File: src/cw_frame_delay_checker_core_assert.svh
// assertion macros for the morse frame delay checker
`ifndef CW_FRAME_DELAY_CHECKER_CORE_ASSERT_SVH
`define CW_FRAME_DELAY_CHECKER_CORE_ASSERT_SVH

`ifndef SYNTHESIS

// property holds at every clock edge outside reset
`define CWFDC_ASSERT(lbl, clk, rst, prop, msg) \
  lbl: assert property (@(posedge clk) disable iff (rst) (prop)) else $error(msg);

// consequent holds in the cycle after the antecedent
`define CWFDC_ASSERT_NEXT(lbl, clk, rst, ante, cons, msg) \
  lbl: assert property (@(posedge clk) disable iff (rst) (ante) |=> (cons)) else $error(msg);

`else

`define CWFDC_ASSERT(lbl, clk, rst, prop, msg)
`define CWFDC_ASSERT_NEXT(lbl, clk, rst, ante, cons, msg)

`endif

`endif

File: src/cwfdc_pkg.sv
// types and constants for the morse frame delay checker
`default_nettype none

package cwfdc_pkg;

  localparam int unsigned CHAR_W      = 8;
  localparam int unsigned DIGIT_W     = 7;
  localparam int unsigned MAG_W       = 13;
  localparam int unsigned LIMIT_W     = 16;
  localparam int unsigned PAIR_W      = 14;

  localparam logic [CHAR_W-1:0]  CH_FIRST    = 8'd33;
  localparam logic [CHAR_W-1:0]  CH_LAST     = 8'd126;
  localparam logic [CHAR_W-1:0]  CH_ESCAPE   = 8'd126;
  localparam logic [PAIR_W-1:0]  RADIX       = 14'd94;
  localparam logic [PAIR_W-1:0]  PAIR_BIAS   = 14'd4418;
  localparam logic [DIGIT_W-1:0] SINGLE_BIAS = 7'd46;
  localparam logic [LIMIT_W-1:0] LIMIT_RESET = 16'd3000;
  localparam logic [LIMIT_W-1:0] SUM_MAX     = 16'hFFFF;

  typedef enum logic [2:0] {
    PH_START = 3'd0,
    PH_CH2   = 3'd1,
    PH_D1    = 3'd2,
    PH_D2    = 3'd3,
    PH_X1    = 3'd4,
    PH_X2    = 3'd5
  } phase_t;

  typedef enum logic [2:0] {
    ERR_NONE       = 3'd0,
    ERR_BAD_CHAR   = 3'd1,
    ERR_UNFINISHED = 3'd2,
    ERR_ZERO_DELAY = 3'd3,
    ERR_LONG_DELAY = 3'd4,
    ERR_LONG_SUM   = 3'd5,
    ERR_NO_EVENT   = 3'd6
  } err_t;

  typedef struct packed {
    logic             number_ready;
    logic             is_channel;
    logic [MAG_W-1:0] value_mag;
    logic             key_down;
    logic             frame_done;
    logic             frame_ok;
    err_t             error_code;
  } result_t;

endpackage

`default_nettype wire

File: src/cw_frame_delay_checker_core.sv
// morse frame body checker: decodes channel and key delays, checks the frame
//
// input stream: one body character per item, starting just after the header.
//   s_axis_tdata carries the character, s_axis_tuser the format bit (sampled on
//   the first printable character of a frame), s_axis_tlast marks the last one.
// output stream: one item for each character that completes a number or ends
//   the frame. m_axis_tuser tells whether a number is present and whether it is
//   the channel; m_axis_tlast marks the frame verdict.
// the result is registered, in the output register or, on a stall, the skid
//   register. throughput: one character per cycle; the decode, the bound checks
//   and the sum update all sit between the frame state and the result register.
// a downstream stall parks one result in a skid register; s_axis_tready drops
//   only while that skid register is full, so up to two results wait in the block.
// characters that complete nothing produce no output item.
// delay_limit is written through cfg_we/cfg_wdata; the user must write it only while idle, not enforced by the block.
// reset (rst, synchronous) clears the frame state, empties both result registers
//   and sets delay_limit to 3000.
`default_nettype none

module cw_frame_delay_checker_core
  import cwfdc_pkg::*;
(
  input  wire logic        clk,
  input  wire logic        rst,
  input  wire logic        cfg_we,
  input  wire logic [15:0] cfg_wdata,     // delay_limit
  input  wire logic        s_axis_tvalid,
  output logic             s_axis_tready,
  input  wire logic [7:0]  s_axis_tdata,  // char_code
  input  wire logic        s_axis_tuser,  // extended_format
  input  wire logic        s_axis_tlast,  // end_of_frame
  output logic             m_axis_tvalid,
  input  wire logic        m_axis_tready,
  output logic [23:0]      m_axis_tdata,  // value_mag[12:0], key_down, frame_ok,
                                          // error_code[2:0], zero pad
  output logic [1:0]       m_axis_tuser,  // number_ready, is_channel
  output logic             m_axis_tlast   // frame_done
);

  logic [LIMIT_W-1:0]  delay_limit;
  phase_t              phase, phase_next;
  logic [DIGIT_W-1:0]  held_char, held_char_next;
  logic                format_flag, format_flag_next;
  logic [LIMIT_W-1:0]  delay_sum, delay_sum_next;
  err_t                sticky_error, sticky_error_next;
  logic                event_seen, event_seen_next;

  result_t             out_res, skid_res, res;
  logic                out_valid, skid_valid;
  logic                have_res;

  logic                accept, drain;
  logic                printable;
  logic [DIGIT_W-1:0]  digit;
  logic [PAIR_W-1:0]   pair_raw;
  logic [MAG_W-1:0]    pair_mag, single_mag, mag;
  logic                pair_kd, single_kd;
  logic                is_pair, have_delay, ready;
  logic [LIMIT_W:0]    sum_wide;

  assign accept = s_axis_tvalid && s_axis_tready;
  assign drain  = out_valid && m_axis_tready;

  assign printable = (s_axis_tdata >= CH_FIRST) && (s_axis_tdata <= CH_LAST);
  assign digit     = DIGIT_W'(s_axis_tdata - CH_FIRST);

  // second character of a pair completes a two-character number
  assign is_pair = (phase == PH_CH2) || (phase == PH_D2) || (phase == PH_X2);

  // base-94 pair and single-character decode
  assign pair_raw   = PAIR_W'(held_char) * RADIX + PAIR_W'(digit);
  assign pair_kd    = pair_raw > PAIR_BIAS;
  assign pair_mag   = (pair_raw >= PAIR_BIAS) ? MAG_W'(pair_raw - PAIR_BIAS)
                                              : MAG_W'(PAIR_BIAS - pair_raw);
  assign single_kd  = digit > SINGLE_BIAS;
  assign single_mag = (digit >= SINGLE_BIAS) ? MAG_W'(digit - SINGLE_BIAS)
                                             : MAG_W'(SINGLE_BIAS - digit);
  assign mag        = is_pair ? pair_mag : single_mag;
  assign sum_wide   = (LIMIT_W + 1)'(delay_sum) + (LIMIT_W + 1)'(mag);

  always_comb begin
    phase_next        = phase;
    held_char_next    = held_char;
    format_flag_next  = (phase == PH_START) ? s_axis_tuser : format_flag;
    delay_sum_next    = delay_sum;
    sticky_error_next = sticky_error;
    event_seen_next   = event_seen;
    have_delay        = 1'b0;
    ready             = 1'b0;
    res               = '0;

    if (!printable) begin
      if (sticky_error == ERR_NONE) begin
        sticky_error_next = ERR_BAD_CHAR;
      end
    end else begin
      unique case (phase)
        PH_START: begin
          held_char_next = digit;
          phase_next     = PH_CH2;
        end
        PH_CH2: begin
          ready          = 1'b1;
          res.is_channel = 1'b1;
          phase_next     = PH_D1;
        end
        PH_D1: begin
          if (format_flag) begin
            if (s_axis_tdata == CH_ESCAPE) begin
              phase_next = PH_X1;
            end else begin
              have_delay = 1'b1;
            end
          end else begin
            held_char_next = digit;
            phase_next     = PH_D2;
          end
        end
        PH_D2, PH_X2: begin
          have_delay = 1'b1;
          phase_next = PH_D1;
        end
        PH_X1: begin
          held_char_next = digit;
          phase_next     = PH_X2;
        end
        default: phase_next = PH_START;
      endcase
    end

    if (have_delay) begin
      ready = 1'b1;
    end
    if (ready) begin
      res.number_ready = 1'b1;
      res.value_mag    = mag;
      res.key_down     = is_pair ? pair_kd : single_kd;
    end

    // delay checks in order: zero, long, long sum
    if (have_delay) begin
      event_seen_next = 1'b1;
      if (sticky_error == ERR_NONE) begin
        if (mag == '0) begin
          sticky_error_next = ERR_ZERO_DELAY;
        end else if (LIMIT_W'(mag) >= delay_limit) begin
          sticky_error_next = ERR_LONG_DELAY;
        end else begin
          delay_sum_next = sum_wide[LIMIT_W] ? SUM_MAX : sum_wide[LIMIT_W-1:0];
          if (delay_sum_next >= delay_limit) begin
            sticky_error_next = ERR_LONG_SUM;
          end
        end
      end
    end

    if (s_axis_tlast) begin
      if (sticky_error_next == ERR_NONE) begin
        if (phase_next != PH_D1) begin
          sticky_error_next = ERR_UNFINISHED;
        end else if (!event_seen_next) begin
          sticky_error_next = ERR_NO_EVENT;
        end
      end
      res.frame_done    = 1'b1;
      res.error_code    = sticky_error_next;
      res.frame_ok      = (sticky_error_next == ERR_NONE);
      phase_next        = PH_START;
      held_char_next    = '0;
      format_flag_next  = 1'b0;
      delay_sum_next    = '0;
      sticky_error_next = ERR_NONE;
      event_seen_next   = 1'b0;
    end

    have_res = ready || s_axis_tlast;
  end

  always_ff @(posedge clk) begin
    if (rst) begin
      delay_limit <= LIMIT_RESET;
    end else if (cfg_we) begin
      delay_limit <= cfg_wdata;
    end
  end

  always_ff @(posedge clk) begin
    if (rst) begin
      phase        <= PH_START;
      held_char    <= '0;
      format_flag  <= 1'b0;
      delay_sum    <= '0;
      sticky_error <= ERR_NONE;
      event_seen   <= 1'b0;
    end else if (accept) begin
      phase        <= phase_next;
      held_char    <= held_char_next;
      format_flag  <= format_flag_next;
      delay_sum    <= delay_sum_next;
      sticky_error <= sticky_error_next;
      event_seen   <= event_seen_next;
    end
  end

  // output register with one skid entry
  always_ff @(posedge clk) begin
    if (rst) begin
      out_valid  <= 1'b0;
      skid_valid <= 1'b0;
    end else if (skid_valid) begin
      if (drain) begin
        out_valid  <= 1'b1;
        skid_valid <= 1'b0;
      end
    end else if (accept && have_res) begin
      if (!out_valid || drain) begin
        out_valid <= 1'b1;
      end else begin
        skid_valid <= 1'b1;
      end
    end else if (drain) begin
      out_valid <= 1'b0;
    end
  end

  always_ff @(posedge clk) begin
    if (skid_valid) begin
      if (drain) begin
        out_res <= skid_res;
      end
    end else if (accept && have_res) begin
      if (!out_valid || drain) begin
        out_res <= res;
      end else begin
        skid_res <= res;
      end
    end
  end

  assign s_axis_tready = !skid_valid;
  assign m_axis_tvalid = out_valid;
  assign m_axis_tdata  = {6'b0, out_res.error_code, out_res.frame_ok,
                          out_res.key_down, out_res.value_mag};
  assign m_axis_tuser  = {out_res.is_channel, out_res.number_ready};
  assign m_axis_tlast  = out_res.frame_done;

`include "cw_frame_delay_checker_core_assert.svh"

  `CWFDC_ASSERT(a_skid_needs_out, clk, rst, !skid_valid || out_valid, "skid full while output empty")
  `CWFDC_ASSERT(a_out_has_content, clk, rst, !out_valid || out_res.number_ready || out_res.frame_done, "empty result item")
  `CWFDC_ASSERT(a_ok_is_clean, clk, rst, !(out_valid && out_res.frame_ok) || (out_res.frame_done && out_res.error_code == ERR_NONE), "frame_ok with error or without frame end")
  `CWFDC_ASSERT(a_sum_inside_frame, clk, rst, delay_sum == '0 || phase != PH_START, "delay sum left over at frame start")
  `CWFDC_ASSERT_NEXT(a_error_sticks, clk, rst, sticky_error != ERR_NONE && !(accept && s_axis_tlast), sticky_error == $past(sticky_error), "sticky error changed inside frame")

endmodule

`default_nettype wire

File: config.mk
export PLATFORM = sky130hd
export DESIGN_NAME = cw_frame_delay_checker_core
export DESIGN_NICKNAME = d
export VERILOG_FILES = /design/src/cwfdc_pkg.sv /design/src/cw_frame_delay_checker_core.sv
export VERILOG_INCLUDE_DIRS = /design/src /design/src/src
export SDC_FILE = /design/constraint.sdc
export NUM_CORES = 1
export LEC_CHECK = 0
export BUFFER_PORTS_ARGS = -buffer_cell sky130_fd_sc_hd__buf_2
export CELL_PAD_IN_SITES_DETAIL_PLACEMENT = 1
export CELL_PAD_IN_SITES_GLOBAL_PLACEMENT = 1
export CORE_ASPECT_RATIO = 0.6
export CORE_MARGIN = 10
export CORE_UTILIZATION = 37
export CTS_CLUSTER_DIAMETER = 200
export DETAILED_ROUTE_END_ITERATION = 10
export PLACE_DENSITY_LB_ADDON = 0.15
export SETUP_SLACK_MARGIN = 0.2
export SYNTH_ARGS = -nofsm -noshare
export SYNTH_HDL_FRONTEND = slang
export SYNTH_SLANG_ARGS = --single-unit
File: constraint.sdc
create_clock -name clk -period 20.8 [get_ports clk]
set_input_delay 2.08 -clock clk [delete_from_list [all_inputs] [get_ports clk]]
set_output_delay 2.08 -clock clk [all_outputs]
set_load 0.01 [all_outputs]
==> impl_metrics.yaml <==
critical_path:
  worstSetupPathType: "in -> reg"
  cp_slowest_stage_delay_ns: 0.75
  startpoint: "s_axis_tdata[0]"
  crit_slowest_cell: "a2111oi_0"
  r2r_slack_ns: 8.89
  ff2ff_path_depth: 43
  r2r-end: "m_axis_tdata[17]"
  arrival_ns: 12.78
  cp-endpoint: "m_axis_tdata[17]"
  end_kind: "flop"
  start_kind: "input pin"
  required_ns: 21.03
  cp_common_cell: "a21o_1"
  worst-path-max-fanout: 13
  timing.rr.start: "held_char[3]"
timing:
  setup_viol_count_final: 0
  fin_tns_setup_ns: 0
  rsz0062_at_grt: "no"
  drv_slew: 0
  hold_slack_ns: 0.498
  fin_crit_ns: 12.55
  post-route-period-util: 0.604
  tightestPinTransition_ns: 1.13
  maxSlewHeadroom: 0.248
  finalHoldViolCount: 0
  setup_ws_ns: 8.25
  skew_ns: 0.00831
  max_freq_mhz: 79.7
clocking:
  clk_path_buf_depth: 2
  cts_buffers: 9
  cts.clk_slew.worst_paths_ns: 0.07
  postCtsSetupRepairBufs: 0
  cts_max_level: 3
  cts_resized: 0
  clock-sinks: 91
  ctsHoldBuffers: 0
  insertion_delay_ns: 0.36
  cts-root-buf: "clkbuf_16"
  cts_tree: "yes"
min_path:
  hold_path_class: "reg -> reg"
placed_design:
  globalplace.congestion: 0.843
  io_buffers: 53
  dp.cells: 1323
  place_ws_ns: 8.06
  dp_hpwl_um: 21800
  dpl-instance-area_um2: 9090
yosys:
  synth_area_um2: 8560
  synth_seq_cells: 91
  synth_edf_count: 42
  netlist.area_leader.share: 0.147
  ys_seq_area_frac: 0.262
  syn_inst: 988
  synth_top_cell_by_area: "edfxtp_1"
  ys_top_cells_by_area: "edfxtp_1 (15%), ha_1 (12%), dfxtp_1 (11%), inv_1 (4.6%), fa_1 (3.7%)"
  ys_dominant_reg_cell: "dfxtp_1"
  netlist-cell-type-count: 95
  synth_warnings: 0
  synth_area_per_cell_um2: 8.67
  synth-async-reset-ratio: 0
power_and_ir_drop:
  finalPower_uw: 582
  vdd_drop_max_v: 0.0000412
  combPwrFrac: 0.349
  power_density_nw_per_um2: 61.8
  power.leakage_nw: 4.08
  seq_power_share: 0.335
  internal_power_uw: 371
  power_switching_uw: 211
  swShare: 0.363
  p_clk_frac: 0.315
finish:
  fillers: 2736
  fin_area_um2: 9420
  nets: 1149
  syn_to_final_growth_pct: 10.0
  drive_gt1_frac: 0.138
  n_antenna_cell: 0
  stdcell_count: 1339
  finish.utilization: 0.411
floorplanning:
  coreArea_um2: 22900
  rows: 43
  dieArea_um2: 29800
  io_pins: 60
  die_w_um: 216
  die_y_um: 138
  initial_utilization: 0.374
route:
  drtPass1Iterations: 4
  via_per_inst: 5.56
  drc: 0
  wl_per_cell_um: 20.4
  vias: 7447
  drtIter0Drc: 547
  drt_wl_total_um: 27300
  ant_nets: 0
grt:
  grt_usage: 0.185
  grt_max_degree: 42
  grt_antenna_before_repair: 0
  grt_pass1_wl_um: 43400
  grt_pass1_vias: 7313
  overflow: 0
run:
  drv_cap: 0
outcome:
  status: "completed"
-- cells in the final DEF (no fill, tap or decap), types with 10 or more instances in the layout --
cell type and instances:
nor2b_1 15, nor2_1 80, buf_2 53, nor3_1 19
a21oi_1 50, o31ai_1 14, nand3_1 41, o21ai_0 42
inv_1 106, ha_1 83, edfxtp_1 42, a21o_1 26
xnor2_1 34, mux2i_1 14, and2_1 13, nand2_1 65
a211oi_1 10, buf_4 12, mux2_2 11, dfxtp_1 49
fa_1 16, o211ai_1 10, o41a_1 11
-- cells by family (layout without fill, tap and decap cells) --
group	after synthesis	after routing	share of synthesized area
simple gates	304	304	0.181
compound gates	267	267	0.244
buf+inv	156	187	0.0745
fa+ha+maj	99	99	0.159
flops	91	91	0.262
xor+xnor	45	45	0.0491
mux	25	25	0.0308
other cells	1	6	0.000438
-- area by class of cell --
| cell class | instances | area [um2] | share of cell area |
|---|---|---|---|
| multi-input combinational | 746 | 5710 | 0.606 |
| sequential | 91 | 2240 | 0.238 |
| inverter | 106 | 398 | 0.0422 |
| tap | 315 | 394 | 0.0418 |
| timing repair buffer | 65 | 355 | 0.0377 |
| clock buffer | 10 | 229 | 0.0243 |
| clock inverter | 6 | 96.3 | 0.0102 |
-- power groups by stage --
stage          combinational, mW  clock, mW  sequential, mW
6_report                   0.203      0.183           0.195
5_1_grt                    0.226      0.195           0.196
4_1_cts                    0.200      0.188           0.195
3_5_place_dp               0.198          0           0.199
3_3_place_gp               0.198          0           0.199
2_1_floorplan              0.145          0           0.199
-- synthesized netlist by cell type (14+ instances only) --
master	n
inv_1	106
fa_1	16
nor2b_1	15
mux2i_1	14
edfxtp_1	42
o21ai_0	42
o31ai_1	14
a21o_1	26
ha_1	83
nor2_1	80
nor3_1	19
a21oi_1	51
dfxtp_1	49
clkbuf_1	32
nand2_1	65
nand3_1	41
xnor2_1	34
-- state kept, by name, indices dropped and copies added, names as in the netlist --
| register | cells |
|---|---|
| format_flag | 1 |
| delay_sum | 16 |
| event_seen | 1 |
| phase | 3 |
| held_char | 7 |
| skid_res | 21 |
| sticky_error | 3 |
| m_axis_tdata | 18 |
| m_axis_tuser | 2 |
| delay_limit | 16 |
| m_axis_tlast | 1 |
| skid_valid | 1 |
| m_axis_tvalid | 1 |
-- layer usage --
metal  share of wire  vias to the layer above  GRT usage
li1                -                     3649          -
met1            0.58                     3605      0.304
met2            0.35                      183      0.226
met3           0.069                       10     0.0478
met4          0.0044                        0     0.0255
met5               0                        -          0
-- how the worst min path moves through the flow --
stage	from	to	slack, ns	depth (start not counted)
after floorplan	delay_sum[0]	delay_sum[0]	0.46	2
after global placement	event_seen	event_seen	0.47	2
after detailed placement	event_seen	event_seen	0.48	2
after CTS	event_seen	event_seen	0.50	2
after global routing	delay_sum[8]	delay_sum[8]	0.53	2
final	event_seen	event_seen	0.50	2
-- worst max-delay path: cells and delay by family --
family | cells | cell delay [ns]
AO/OA/AOI/OAI | 26 | 6.84
adder cells (fa/ha/maj) | 4 | 1.38
AND/OR/NAND/NOR | 5 | 1.00
buffers and inverters | 5 | 0.97
XOR/XNOR | 1 | 0.45
No activity file was read; power rests on OpenSTA's default activity.
